[src/hdl/tcq_pkg.sv]
// ----------------------------------------------------------------------------
// tcq_pkg
// Shared types and constants of the touch contact qualifier: request codes,
// contact state codes, register map, reset values and inter-module structs.
// ----------------------------------------------------------------------------
package tcq_pkg;

    localparam int unsigned CoordW   = 12;
    localparam int unsigned TimeW    = 32;
    localparam int unsigned TimeoutW = 16;
    localparam int unsigned AddrW    = 5;
    localparam int unsigned DataW    = 32;
    localparam int unsigned RegIdxW  = 3;

    // Request codes carried by req_type.
    localparam logic [1:0] ReqPoint = 2'd0;
    localparam logic [1:0] ReqPoll  = 2'd1;
    localparam logic [1:0] ReqRead  = 2'd2;

    // Contact state codes as reported on contact_state.
    localparam logic [1:0] CsNone = 2'd0;
    localparam logic [1:0] CsDown = 2'd1;
    localparam logic [1:0] CsUp   = 2'd2;

    // Register indexes; the byte address is four times the index.
    localparam logic [RegIdxW-1:0] RegXLimit  = 3'd0;
    localparam logic [RegIdxW-1:0] RegYLimit  = 3'd1;
    localparam logic [RegIdxW-1:0] RegSwap    = 3'd2;
    localparam logic [RegIdxW-1:0] RegMirrorX = 3'd3;
    localparam logic [RegIdxW-1:0] RegMirrorY = 3'd4;
    localparam logic [RegIdxW-1:0] RegTimeout = 3'd5;

    // Register reset values.
    localparam logic [CoordW-1:0]   XLimitRst  = 12'd800;
    localparam logic [CoordW-1:0]   YLimitRst  = 12'd600;
    localparam logic [TimeoutW-1:0] TimeoutRst = 16'd200;

    typedef struct packed {
        logic [CoordW-1:0]   x_limit;
        logic [CoordW-1:0]   y_limit;
        logic                swap_axes;
        logic                mirror_x;
        logic                mirror_y;
        logic [TimeoutW-1:0] release_timeout_ms;
    } t_cfg;

    typedef struct packed {
        logic              pressure;
        logic [CoordW-1:0] x;
        logic [CoordW-1:0] y;
        logic              dropped;
    } t_sample;

    typedef struct packed {
        logic              report_valid;
        logic              report_pressure;
        logic [CoordW-1:0] report_x;
        logic [CoordW-1:0] report_y;
        logic [1:0]        contact_state;
        logic              sample_dropped;
    } t_result;

endpackage

[src/hdl/tcq_regs.sv]
// ----------------------------------------------------------------------------
// tcq_regs
// Configuration registers behind the APB-style port, with read-back.
// ----------------------------------------------------------------------------
module tcq_regs (
    input  logic                        i_clk,
    input  logic                        i_rst_n,
    input  logic                        psel,
    input  logic                        penable,
    input  logic                        pwrite,
    input  logic [tcq_pkg::AddrW-1:0]   paddr,
    input  logic [tcq_pkg::DataW-1:0]   pwdata,
    output logic [tcq_pkg::DataW-1:0]   prdata,
    output logic                        pready,
    output tcq_pkg::t_cfg               o_cfg
);

    tcq_pkg::t_cfg                  r_cfg;
    logic                           wr_en;
    logic [tcq_pkg::RegIdxW-1:0]    reg_idx;

    assign pready  = 1'b1;
    assign wr_en   = psel & penable & pwrite;
    assign reg_idx = paddr[tcq_pkg::AddrW-1:2];
    assign o_cfg   = r_cfg;

    always_ff @(posedge i_clk) begin
        if (!i_rst_n) begin
            r_cfg.x_limit            <= tcq_pkg::XLimitRst;
            r_cfg.y_limit            <= tcq_pkg::YLimitRst;
            r_cfg.swap_axes          <= 1'b0;
            r_cfg.mirror_x           <= 1'b1;
            r_cfg.mirror_y           <= 1'b0;
            r_cfg.release_timeout_ms <= tcq_pkg::TimeoutRst;
        end else if (wr_en) begin
            unique case (reg_idx)
                tcq_pkg::RegXLimit:  r_cfg.x_limit   <= pwdata[tcq_pkg::CoordW-1:0];
                tcq_pkg::RegYLimit:  r_cfg.y_limit   <= pwdata[tcq_pkg::CoordW-1:0];
                tcq_pkg::RegSwap:    r_cfg.swap_axes <= pwdata[0];
                tcq_pkg::RegMirrorX: r_cfg.mirror_x  <= pwdata[0];
                tcq_pkg::RegMirrorY: r_cfg.mirror_y  <= pwdata[0];
                tcq_pkg::RegTimeout: begin
                    r_cfg.release_timeout_ms <= pwdata[tcq_pkg::TimeoutW-1:0];
                end
                default: ;
            endcase
        end
    end

    always_comb begin
        prdata = '0;
        unique case (reg_idx)
            tcq_pkg::RegXLimit:  prdata[tcq_pkg::CoordW-1:0] = r_cfg.x_limit;
            tcq_pkg::RegYLimit:  prdata[tcq_pkg::CoordW-1:0] = r_cfg.y_limit;
            tcq_pkg::RegSwap:    prdata[0] = r_cfg.swap_axes;
            tcq_pkg::RegMirrorX: prdata[0] = r_cfg.mirror_x;
            tcq_pkg::RegMirrorY: prdata[0] = r_cfg.mirror_y;
            tcq_pkg::RegTimeout: prdata[tcq_pkg::TimeoutW-1:0] = r_cfg.release_timeout_ms;
            default: ;
        endcase
    end

endmodule

[src/hdl/tcq_decode.sv]
// ----------------------------------------------------------------------------
// tcq_decode
// Point record decode: status, coordinates, range check, swap and mirroring.
// ----------------------------------------------------------------------------
module tcq_decode (
    input  logic [7:0]      i_rec_byte0,
    input  logic [7:0]      i_rec_byte1,
    input  logic [7:0]      i_rec_byte2,
    input  logic [7:0]      i_rec_byte3,
    input  logic            i_fsm_down,
    input  tcq_pkg::t_cfg   i_cfg,
    output tcq_pkg::t_sample o_sample
);

    logic                       touching;
    logic                       pressure;
    logic [tcq_pkg::CoordW-1:0] raw_x;
    logic [tcq_pkg::CoordW-1:0] raw_y;
    logic [tcq_pkg::CoordW-1:0] sw_x;
    logic [tcq_pkg::CoordW-1:0] sw_y;

    // Status codes with bit 6 clear mean the finger is on the panel.
    assign touching = ~i_rec_byte0[6];
    // A lift status only counts as a release while a contact is down.
    assign pressure = touching | ~i_fsm_down;
    assign raw_x    = pressure ? {i_rec_byte0[3:0], i_rec_byte1} : '0;
    assign raw_y    = pressure ? {i_rec_byte2[3:0], i_rec_byte3} : '0;
    assign sw_x     = i_cfg.swap_axes ? raw_y : raw_x;
    assign sw_y     = i_cfg.swap_axes ? raw_x : raw_y;

    always_comb begin
        o_sample.pressure = pressure;
        o_sample.dropped  = (raw_x > i_cfg.x_limit) | (raw_y > i_cfg.y_limit);
        o_sample.x        = sw_x;
        o_sample.y        = sw_y;
        if (pressure && i_cfg.mirror_x) begin
            o_sample.x = (i_cfg.x_limit >= sw_x) ? i_cfg.x_limit - sw_x : '0;
        end
        if (pressure && i_cfg.mirror_y) begin
            o_sample.y = (i_cfg.y_limit >= sw_y) ? i_cfg.y_limit - sw_y : '0;
        end
    end

endmodule

[src/hdl/tcq_core.sv]
// ----------------------------------------------------------------------------
// tcq_core
// Contact state machine, latched report and release timer; forms the result.
// ----------------------------------------------------------------------------
module tcq_core (
    input  logic                        i_clk,
    input  logic                        i_rst_n,
    input  logic                        i_fire,
    input  logic [1:0]                  i_req_type,
    input  tcq_pkg::t_sample            i_sample,
    input  logic                        i_line_high,
    input  logic [tcq_pkg::TimeW-1:0]   i_time_ms,
    input  tcq_pkg::t_cfg               i_cfg,
    output logic                        o_fsm_down,
    output tcq_pkg::t_result            o_result
);

    typedef enum logic [2:0] {
        S_NONE = 3'b001,
        S_DOWN = 3'b010,
        S_UP   = 3'b100
    } t_state;

    t_state                         r_fsm, n_fsm;
    logic                           r_active, n_active;
    logic                           r_frs, n_frs;
    logic                           r_held_p, n_held_p;
    logic [tcq_pkg::CoordW-1:0]     r_held_x, n_held_x;
    logic [tcq_pkg::CoordW-1:0]     r_held_y, n_held_y;
    logic                           r_armed, n_armed;
    logic [tcq_pkg::TimeW-1:0]      r_start, n_start;
    logic [tcq_pkg::TimeW-1:0]      start_ms;
    logic [tcq_pkg::TimeW-1:0]      dur_ms;
    logic                           upd;

    assign o_fsm_down = (r_fsm == S_DOWN);
    assign start_ms   = r_armed ? r_start : i_time_ms;
    assign dur_ms     = i_time_ms - start_ms;

    always_comb begin
        n_fsm    = r_fsm;
        n_active = r_active;
        n_frs    = r_frs;
        n_held_p = r_held_p;
        n_held_x = r_held_x;
        n_held_y = r_held_y;
        n_armed  = r_armed;
        n_start  = r_start;
        upd      = 1'b0;
        o_result = '0;

        unique case (i_req_type)
            tcq_pkg::ReqPoint: begin
                n_armed = 1'b0;
                o_result.sample_dropped = i_sample.dropped;
                if (!i_sample.dropped) begin
                    unique case (r_fsm)
                        S_NONE: begin
                            if (i_sample.pressure) begin
                                n_fsm    = S_DOWN;
                                n_active = 1'b1;
                                n_frs    = 1'b0;
                                upd      = 1'b1;
                            end
                        end
                        S_DOWN: begin
                            if (!i_sample.pressure) begin
                                n_fsm = S_UP;
                            end
                            upd = r_frs;
                        end
                        default: begin
                            if (!i_sample.pressure) begin
                                n_fsm    = S_NONE;
                                n_active = 1'b0;
                            end else begin
                                n_fsm    = S_DOWN;
                                n_active = 1'b1;
                                upd      = 1'b1;
                            end
                        end
                    endcase
                    if (upd) begin
                        n_held_p = i_sample.pressure;
                        n_held_x = i_sample.x;
                        n_held_y = i_sample.y;
                    end
                end
            end
            tcq_pkg::ReqPoll: begin
                if (r_fsm == S_UP && r_frs) begin
                    n_fsm    = S_NONE;
                    n_active = 1'b0;
                    n_held_p = 1'b0;
                    n_held_x = '0;
                    n_held_y = '0;
                end
                if (r_fsm == S_DOWN && i_line_high) begin
                    n_start = start_ms;
                    n_armed = 1'b1;
                    if (dur_ms > {{(tcq_pkg::TimeW-tcq_pkg::TimeoutW){1'b0}},
                                  i_cfg.release_timeout_ms} && r_frs) begin
                        n_fsm    = S_UP;
                        n_active = 1'b0;
                        n_held_p = 1'b0;
                        n_held_x = '0;
                        n_held_y = '0;
                    end
                end
            end
            tcq_pkg::ReqRead: begin
                if (r_active) begin
                    o_result.report_valid    = 1'b1;
                    o_result.report_pressure = r_held_p;
                    o_result.report_x        = r_held_x;
                    o_result.report_y        = r_held_y;
                    if (r_held_p) begin
                        n_frs = 1'b1;
                    end
                end
            end
            default: ;
        endcase

        unique case (n_fsm)
            S_DOWN:  o_result.contact_state = tcq_pkg::CsDown;
            S_UP:    o_result.contact_state = tcq_pkg::CsUp;
            default: o_result.contact_state = tcq_pkg::CsNone;
        endcase
    end

    always_ff @(posedge i_clk) begin
        if (!i_rst_n) begin
            r_fsm    <= S_NONE;
            r_active <= 1'b0;
            r_frs    <= 1'b0;
            r_held_p <= 1'b0;
            r_held_x <= '0;
            r_held_y <= '0;
            r_armed  <= 1'b0;
            r_start  <= '0;
        end else if (i_fire) begin
            r_fsm    <= n_fsm;
            r_active <= n_active;
            r_frs    <= n_frs;
            r_held_p <= n_held_p;
            r_held_x <= n_held_x;
            r_held_y <= n_held_y;
            r_armed  <= n_armed;
            r_start  <= n_start;
        end
    end

endmodule

[src/hdl/touch_contact_qualifier.sv]
// Path: an accepted item is held in the input register, and its result in the result register.
// Throughput: one item per cycle; the input register refills whenever the result register
// is empty or being taken, so only output back-pressure slows the block down.
// Reset: synchronous, active low; the contact machine, report latch and timer clear and the
// configuration registers return to their documented defaults.
// ----------------------------------------------------------------------------
// touch_contact_qualifier
// Qualifies single-point touch contacts. Point records are decoded, range checked,
// optionally swapped and mirrored, and drive a none/down/up contact machine. Idle
// polls force releases, and report reads return the latched coordinates.
// ----------------------------------------------------------------------------
module touch_contact_qualifier (
    input  logic                        i_clk,
    input  logic                        i_rst_n,

    // Input item channel.
    input  logic                        i_in_valid,
    output logic                        o_in_ready,
    input  logic [1:0]                  i_req_type,
    input  logic [7:0]                  i_rec_byte0,
    input  logic [7:0]                  i_rec_byte1,
    input  logic [7:0]                  i_rec_byte2,
    input  logic [7:0]                  i_rec_byte3,
    input  logic                        i_line_high,
    input  logic [tcq_pkg::TimeW-1:0]   i_time_ms,

    // Result item channel.
    output logic                        o_out_valid,
    input  logic                        i_out_ready,
    output logic                        o_report_valid,
    output logic                        o_report_pressure,
    output logic [tcq_pkg::CoordW-1:0]  o_report_x,
    output logic [tcq_pkg::CoordW-1:0]  o_report_y,
    output logic [1:0]                  o_contact_state,
    output logic                        o_sample_dropped,

    // Configuration port.
    input  logic                        psel,
    input  logic                        penable,
    input  logic                        pwrite,
    input  logic [tcq_pkg::AddrW-1:0]   paddr,
    input  logic [tcq_pkg::DataW-1:0]   pwdata,
    output logic [tcq_pkg::DataW-1:0]   prdata,
    output logic                        pready
);

    // Input register: holds one accepted item until the core consumes it.
    logic                           r_in_vld;
    logic [1:0]                     r_req_type;
    logic [7:0]                     r_b0, r_b1, r_b2, r_b3;
    logic                           r_line_high;
    logic [tcq_pkg::TimeW-1:0]      r_time_ms;

    // Result register.
    logic                           r_out_vld;
    tcq_pkg::t_result               r_res;

    tcq_pkg::t_cfg                  cfg;
    tcq_pkg::t_sample               sample;
    tcq_pkg::t_result               result;
    logic                           fsm_down;
    logic                           advance;
    logic                           in_fire;

    // The held item moves into the result register when that slot is free or being
    // emptied in the same cycle; the input register refills in that same cycle.
    assign advance    = r_in_vld & (~r_out_vld | i_out_ready);
    assign o_in_ready = ~r_in_vld | advance;
    assign in_fire    = i_in_valid & o_in_ready;

    always_ff @(posedge i_clk) begin
        if (!i_rst_n) begin
            r_in_vld <= 1'b0;
        end else if (o_in_ready) begin
            r_in_vld <= i_in_valid;
        end
    end

    always_ff @(posedge i_clk) begin
        if (in_fire) begin
            r_req_type  <= i_req_type;
            r_b0        <= i_rec_byte0;
            r_b1        <= i_rec_byte1;
            r_b2        <= i_rec_byte2;
            r_b3        <= i_rec_byte3;
            r_line_high <= i_line_high;
            r_time_ms   <= i_time_ms;
        end
    end

    tcq_regs u_regs (
        .i_clk   (i_clk),
        .i_rst_n (i_rst_n),
        .psel    (psel),
        .penable (penable),
        .pwrite  (pwrite),
        .paddr   (paddr),
        .pwdata  (pwdata),
        .prdata  (prdata),
        .pready  (pready),
        .o_cfg   (cfg)
    );

    // Decode looks at the current contact state, since a lift status only means
    // a release while a contact is down.
    tcq_decode u_decode (
        .i_rec_byte0 (r_b0),
        .i_rec_byte1 (r_b1),
        .i_rec_byte2 (r_b2),
        .i_rec_byte3 (r_b3),
        .i_fsm_down  (fsm_down),
        .i_cfg       (cfg),
        .o_sample    (sample)
    );

    // The core state commits in the same cycle that the result is registered,
    // so the next item already sees the updated state.
    tcq_core u_core (
        .i_clk       (i_clk),
        .i_rst_n     (i_rst_n),
        .i_fire      (advance),
        .i_req_type  (r_req_type),
        .i_sample    (sample),
        .i_line_high (r_line_high),
        .i_time_ms   (r_time_ms),
        .i_cfg       (cfg),
        .o_fsm_down  (fsm_down),
        .o_result    (result)
    );

    always_ff @(posedge i_clk) begin
        if (!i_rst_n) begin
            r_out_vld <= 1'b0;
        end else if (advance) begin
            r_out_vld <= 1'b1;
        end else if (i_out_ready) begin
            r_out_vld <= 1'b0;
        end
    end

    always_ff @(posedge i_clk) begin
        if (advance) begin
            r_res <= result;
        end
    end

    assign o_out_valid       = r_out_vld;
    assign o_report_valid    = r_res.report_valid;
    assign o_report_pressure = r_res.report_pressure;
    assign o_report_x        = r_res.report_x;
    assign o_report_y        = r_res.report_y;
    assign o_contact_state   = r_res.contact_state;
    assign o_sample_dropped  = r_res.sample_dropped;

endmodule
[config.mk]
export PLATFORM = sky130hd
export DESIGN_NAME = touch_contact_qualifier
export DESIGN_NICKNAME = d
export VERILOG_FILES = /design/src/hdl/tcq_pkg.sv /design/src/hdl/tcq_regs.sv /design/src/hdl/tcq_decode.sv /design/src/hdl/tcq_core.sv /design/src/hdl/touch_contact_qualifier.sv
export SDC_FILE = /design/constraint.sdc
export NUM_CORES = 1
export LEC_CHECK = 0
export ABC_AREA = 1
export BUFFER_PORTS_ARGS = -buffer_cell sky130_fd_sc_hd__buf_2
export CAP_MARGIN = 15
export CORE_MARGIN = 3
export CORE_UTILIZATION = 64
export CTS_CLUSTER_SIZE = 24
export DETAILED_ROUTE_END_ITERATION = 6
export PLACE_DENSITY = 0.87
export SLEW_MARGIN = 20
export SYNTH_ARGS = -nofsm -noshare
export SYNTH_HDL_FRONTEND = slang
export SYNTH_SLANG_ARGS = --single-unit
[constraint.sdc]
create_clock -name i_clk -period 9.5 [get_ports i_clk]
set_clock_uncertainty 0.05 [all_clocks]
set_input_delay 1.425 -clock i_clk [delete_from_list [all_inputs] [get_ports i_clk]]
set_output_delay 1.425 -clock i_clk [all_outputs]
set_load 0.02 [all_outputs]
# Word-level counts from Yosys, hierarchy flattened
# Index checks and enable logic that the tools add are counted.
word_totals:
  output_inout_bits: 64
  word_cells: 154
  register_bits: 199
  input_bits: 111
op_classes:
  n_lt_le_gt_ge: 5
  reduce_logical: 22
  add_sub_neg: 3
  muxes: 62
  n_eq_ne: 21
  bitwise_logic: 12
op_table:
  columns: ["operator", "count"]
  rows:
  - ["$mux W12", 18]
  - ["$pmux W12 S2", 2]
  - ["$pmux W11 S3", 1]
  - ["$gt A32 B16 Y1", 1]
  - ["$mux W32", 1]
  - ["$sub A32 B32 Y32", 1]
  - ["$mux W26", 1]
  - ["$ge A12 B12 Y1", 2]
  - ["$gt A12 B12 Y1", 2]
  - ["$sub A12 B12 Y12", 2]
  - ["$mux W1", 22]
  - ["$mux W3", 6]
  - ["$reduce_and A2 Y1", 7]
  - ["$eq A3 B2 Y1 const B", 4]
  - ["$eq A3 B3 Y1 const B", 4]
  - ["$pmux W3 S2", 2]
  - ["$pmux W1 S2", 5]
  - ["$ne A2 B1 Y1 const B", 4]
  - ["$ne A2 B2 Y1 const B", 4]
  - ["$reduce_and A7 Y1", 1]
  - ["$eq A3 B1 Y1 const B", 2]
  - ["$pmux W1 S6", 1]
  - ["$reduce_and A3 Y1", 2]
  - ["$reduce_bool A2 Y1", 3]
  - ["14 further kinds", 27]

# Depth between registers and ports, before layout
logic_depth:
  depth_word: 11
  mapped_depth: 30

# Hierarchy
# From an unflattened synthesis, not the netlist that was laid out.
hier_totals:
  hier_cells: 2043
  hier_area_um2: 14224.9
modules_own_cells:
  columns: ["module", "area_per_inst_um2", "cells_per_inst", "instances", "seq_area_each_um2"]
  rows:
  - ["tcq_core", 6108.4, 1002, 1, 1261.2]
  - ["touch_contact_qualifier", 2977.9, 109, 1, 2922.8]
  - ["tcq_decode", 2950.3, 588, 1, 0.0]
  - ["tcq_regs", 2188.3, 344, 1, 860.8]

# Worst setup path before layout
# OpenSTA, ideal clock, no wires.
synth_timing:
  path_kind: "register -> register"
  start: "register u_core.r_armed"
  end: "register u_core.r_held_x[10] (netlist bit)"
  stages_incl_launch_ff: 29
  arrival_ns: 3.912
  setup_slack_ns: 5.467
  path_buffers: 4
  synth_period_minus_slack_ns: 4.033
  cell_sequence: "dfxtp_1 -> buf_2 -> buf_1 -> mux2i_1 -> ha_1 -> buf_2 -> a21oi_1 -> nand2_1 -> nand2_1 -> nand2_2 -> nand2_1 -> nand2_1 -> xor2_1 -> ha_1 -> nand2_1 -> nor4_1 -> nand3_1 -> nand2_1 -> nand3_1 -> nor2_1 -> nand2_1 -> nor2_2 -> nand2_2 -> nand2_4 -> nand2_4 -> nand2_4 -> buf_12 -> nand2_2 -> a21oi_2"
synth_via:
  elab_chain_cells: 7
synth_lines:
  columns: ["element", "line_no", "rtl"]
  rows:
  - ["start: declaration", "tcq_core.sv:30", "logic r_armed, n_armed;"]
  - ["start signal: assignment", "tcq_core.sv:149", "r_armed <= n_armed;"]
  - ["$mux W32", "tcq_core.sv:37", "assign start_ms = r_armed ? r_start : i_time_ms;"]
  - ["$sub A32 B32 Y32", "tcq_core.sv:38", "assign dur_ms = i_time_ms - start_ms;"]
  - ["$gt A32 B16 Y1", "tcq_core.sv:101", "if (dur_ms > {{(tcq_pkg::TimeW-tcq_pkg::TimeoutW){1'b0}},"]
  - ["$logic_and A1 B1 Y1", "tcq_core.sv:102", "i_cfg.release_timeout_ms} && r_frs) begin"]
  - ["$mux W12", "tcq_core.sv:101", null]
  - ["$mux W12", "tcq_core.sv:98", "if (r_fsm == S_DOWN && i_line_high) begin"]
  - ["$pmux W12 S2", "tcq_core.sv:52", "unique case (i_req_type)"]
  - ["end signal: assignment", "tcq_core.sv:147", "r_held_x <= n_held_x;"]
  - ["end: declaration", "tcq_core.sv:28", "logic [tcq_pkg::CoordW-1:0] r_held_x, n_held_x;"]
# Every way passes these cells.
# A chain may end at the register's enable or synchronous reset.

# Worst setup path after layout
layout_timing:
  start: "register u_core.r_fsm[1]"
  end: "register u_core.r_held_x[7] (netlist bit)"
layout_via:
  elab_chain_cells: 11
  elab_cells_between_ends: 30
layout_lines:
  columns: ["element", "line_no", "rtl"]
  rows:
  - ["start: declaration", "tcq_core.sv:24", "t_state r_fsm, n_fsm;"]
  - ["start signal: assignment", "tcq_core.sv:143", "r_fsm <= n_fsm;"]
  - ["$eq A3 B2 Y1", "tcq_core.sv:36, tcq_core.sv:57, tcq_core.sv:98", null]
  - ["$not A1 Y1", "tcq_decode.sv:25", "assign pressure = touching | ~i_fsm_down;"]
  - ["$or A1 B1 Y1", "tcq_decode.sv:25", null]
  - ["$mux W12 (on tied branches)", "tcq_decode.sv:26, tcq_decode.sv:27", null]
  - ["$mux W12", "tcq_decode.sv:28", "assign sw_x = i_cfg.swap_axes ? raw_y : raw_x;"]
  - ["$sub A12 B12 Y12 / $ge A12 B12 Y1 (equally long branches)", "tcq_decode.sv:37", "o_sample.x = (i_cfg.x_limit >= sw_x) ? i_cfg.x_limit - sw_x : '0;"]
  - ["$mux W12", "tcq_decode.sv:37", null]
  - ["$mux W12", "tcq_decode.sv:36", "if (pressure && i_cfg.mirror_x) begin"]
  - ["$mux W12", "tcq_core.sv:83", "if (upd) begin"]
  - ["$mux W12", "tcq_core.sv:56", "if (!i_sample.dropped) begin"]
  - ["$pmux W12 S2", "tcq_core.sv:52", null]
# Several ways; a longest one is shown, not always the timed one. The select of a mux whose other input is x is not followed.

==> impl_metrics.json <==
{
  "outcome": "finished, final reports clean",
  "wl_met2_um": 16200,
  "met1_length_um": 13400,
  "yosysUniqueCellTypes": 52,
  "ioPinCount": 175,
  "required_ns": 9.85,
  "finalCritPeriodShare": 0.511,
  "place_congestion": 0.969,
  "dr.first_iter.drc_count": 716,
  "power_density_mw_per_mm2": 146,
  "met3_length_um": 1760,
  "ys_seq_area_frac": 0.372,
  "start_util": 0.658,
  "drc": 0,
  "dieWidth_um": 148,
  "fmax_mhz": 206,
  "leakagePower_nw": 6.62,
  "drt_pre_antenna_iters": 7,
  "period_minus_slack_ns": 4.85,
  "grt_remaining_overflow": 0,
  "nets": 2041,
  "htreeDepth": 4,
  "ff2ff_setup_slack_ns": 4.65,
  "tritoncts": "done",
  "first_global_vias": 11000,
  "portBuffers": 132,
  "slew_headroom": 0.344,
  "cts.sinks": 197,
  "cts_buffers": 17,
  "finalWirelength_um": 33200,
  "drive_above_1_share": 0.143,
  "cts_root_buf": "clkbuf_16",
  "synth_area_mm2": 0.0130,
  "critPathSlowestCell": "nand2_1",
  "dp_hpwl_um": 25700,
  "final-setup-viol-count": 0,
  "post_cts_buffers": 0,
  "cts_hold_buf": 0,
  "worst_pin_slew_ns": 0.981,
  "fin_setup_tns_ns": 0,
  "cp_common_cell": "nand2_1",
  "maxCapViolations": 0,
  "rr_startpoint": "u_core.r_fsm[1]$_SDFFE_PN0P_",
  "grt_start_max_net_pins": 61,
  "cp-end-kind": "register",
  "crit_family": "simple AND/OR/NAND/NOR gates",
  "report.final.hold_viol_count": 0,
  "r2r_cells": 18,
  "avgSynthCellArea_um2": 7.53,
  "coreArea_mm2": 0.0197,
  "synth-seq-cells": 197,
  "grt_setup_unrepaired": "false",
  "hold_end": "u_core.r_start[1]$_SDFFE_PN0P_",
  "start_kind": "register",
  "cpPeakStageDelay_ns": 0.65,
  "routedWlPerCell_um": 15.8,
  "p_total_w": 0.00210,
  "vdd_drop_max_v": 0.000115,
  "hold_class": "register to register",
  "holdPathStages": 2,
  "num_rows": 51,
  "critPathKind": "register to register",
  "cp_cell_sequence": "inv_1 > nor3_1 > nand2_1 > nand2_1 > inv_1 > nand2_1 > o21ai_0 > ha_1 > fa_1 > o31ai_1 > nand3_1 > o2111ai_1 > nand2_1 > o22ai_1 > nand2_1 > nand3_1 > nand2_1 > inv_1",
  "r2r-end": "u_core.r_held_x[7]$_SDFFE_PN0P_",
  "n_antenna_cell": 0,
  "die_h_um": 148,
  "hp-start": "u_core.r_start[1]$_SDFFE_PN0P_",
  "post_cts_resized": 0,
  "cts.path.max_buffers": 2,
  "path_buf_inv": 3,
  "slew_violations": 0,
  "via_per_inst": 5.52,
  "clock_latency_ns": 0.45,
  "antenna_left": 0,
  "grt_pass1_wl_um": 53200,
  "clk_pin_slew_ns": 0.09,
  "grt_usage": 0.302,
  "area_growth_pct": 10.6,
  "syn-instance-count": 1723,
  "via_count": 11600,
  "dieArea_mm2": 0.0220,
  "top_layer": "met4",
  "antenna_found_initial": 0,
  "critPathArrivalTime_ns": 5.20,
  "yosys_warnings": 0,
  "cp_max_fo": 27
}
==> cells in the mapped netlist (all sizes together) <==
library cell,n,area [um2]
conb,2,7.51
dfxtp,108,2160
ha,97,1210
a21oi,118,669
xnor2,4,35.0
o21a,2,15.0
nand4,11,68.8
and2,3,18.8
and3,1,6.26
o21ai,90,450
a21boi,1,7.51
a22oi,2,15.0
a211oi,30,225
clkbuf,37,139
o2bb2ai,1,8.76
nand3,80,405
o22ai,23,144
nand2,438,1750
o21bai,7,56.3
buf,28,208
nor2,138,558
inv,289,1080
xor2,30,263
clkinv,3,11.3
fa,3,60.1
o211ai,7,52.6
a221oi,4,35.0
o31ai,1,7.51
edfxtp,89,2670
mux2i,29,290
nand3b,2,18.8
nor3,17,111
o221ai,11,96.3
nor4,6,37.5
o2111ai,3,26.3
a21o,3,22.5
a31oi,5,31.3
==> worst max path at each step <==
stage | from | endpoint | cells after the start
3_3_place_gp | u_core.r_fsm[1]$_SDFFE_PN0P_ | u_core.r_held_y[11]$_SDFFE_PN0P_ | 17
3_5_place_dp | u_core.r_fsm[1]$_SDFFE_PN0P_ | u_core.r_held_y[11]$_SDFFE_PN0P_ | 17
5_1_grt | u_core.r_fsm[1]$_SDFFE_PN0P_ | u_core.r_held_x[7]$_SDFFE_PN0P_ | 18
2_1_floorplan | u_core.r_armed$_SDFFE_PN0P_ | u_core.r_held_x[10]$_SDFFE_PN0P_ | 28
6_report | u_core.r_fsm[1]$_SDFFE_PN0P_ | u_core.r_held_x[7]$_SDFFE_PN0P_ | 18
4_1_cts | u_core.r_fsm[1]$_SDFFE_PN0P_ | u_core.r_held_y[11]$_SDFFE_PN0P_ | 17
==> metrics by stage <==
step	setup slack, ns	hold slack [ns]	instances	util	instance area [um2]
2_1_floorplan	5.47	0.379	1738	-	13000
3_3_place_gp	4.71	0.390	2076	0.697	13700
3_5_place_dp	4.74	0.395	2076	0.697	13700
4_1_cts	4.71	0.408	2108	0.728	14400
5_1_grt	4.28	0.430	2108	0.728	14400
6_report	4.65	0.410	2108	0.728	14400
==> cell usage in the layout (no fill, tap or decap), types with 11 or more instances in the layout <==
cell,synthesis,routed
o22ai_1,23,23
mux2i_1,29,29
nand2_1,403,403
o21ai_0,89,88
nand2_2,32,32
edfxtp_1,89,89
nand3_1,79,79
ha_1,97,97
a211oi_1,30,30
dfxtp_1,108,107
inv_2,14,16
conb_1,2,17
inv_1,275,273
a21oi_2,21,21
nor3_1,13,12
nor2_1,126,126
o221ai_1,11,11
xor2_1,30,30
buf_2,5,132
a21oi_1,97,97
nand4_1,11,11
clkbuf_16,0,17
==> flip-flops by register name, indices dropped and copies added (netlist names), 2 cells and up <==
signal,flops
r_time_ms,32
r_req_type,2
r_b3,8
r_b1,8
u_core.r_fsm,3
u_core.r_start,32
u_core.r_held_y,12
u_core.r_held_x,12
u_regs.o_cfg,43
o_report_y,12
r_b0,5
r_b2,4
o_report_x,12
o_contact_state,2
==> layout make-up <==
cell class | instances | area [um2]
Fill cell | 1600 | 5360
Clock buffer | 17 | 425
Tap cell | 265 | 332
Sequential cell | 197 | 4840
Inverter | 292 | 1100
Timing Repair Buffer | 138 | 706
Clock inverter | 15 | 195
Multi-Input combinational cell | 1184 | 6770
==> metal layers <==
| layer | global-route usage | vias up |
|---|---|---|
| met3 | 0.0494 | 118 |
| li1 | - | 5839 |
| met1 | 0.360 | 5266 |
| met4 | 0.158 | 0 |
| met2 | 0.525 | 412 |
| met5 | 0 | - |
==> where the power goes <==
part / switching, W / internal (W) / total [W]
clock: 0.000387 / 0.000361 / 0.000748
combinational: 0.000279 / 0.000143 / 0.000421
sequential: 0.0000136 / 0.000914 / 0.000927
==> logic make-up (layout without fill, tap and decap cells) <==
group                    count (synthesis)  in the layout  synth area share
AND/OR/NAND/NOR                        696            696             0.229
other                                    2             17          0.000579
AO/OA/AOI/OAI                          308            308             0.144
XOR/XNOR                                34             34            0.0229
buffers and inverters                  357            462             0.111
adder cells (fa/ha/maj)                100            100            0.0981
flip-flops                             197            197             0.372
multiplexers                            29             29            0.0224
==> worst register-to-register path, stage by stage (launching register included) <==
cell and delay [ns]:
dfxtp_1 0.37, inv_1 0.12, nor3_1 0.27, nand2_1 0.65, nand2_1 0.42, inv_1 0.11
nand2_1 0.06, o21ai_0 0.13, ha_1 0.25, fa_1 0.41, o31ai_1 0.60, nand3_1 0.14
o2111ai_1 0.14, nand2_1 0.30, o22ai_1 0.48, nand2_1 0.10, nand3_1 0.10, nand2_1 0.05
inv_1 0.05
(Power assumes the default switching activity.)
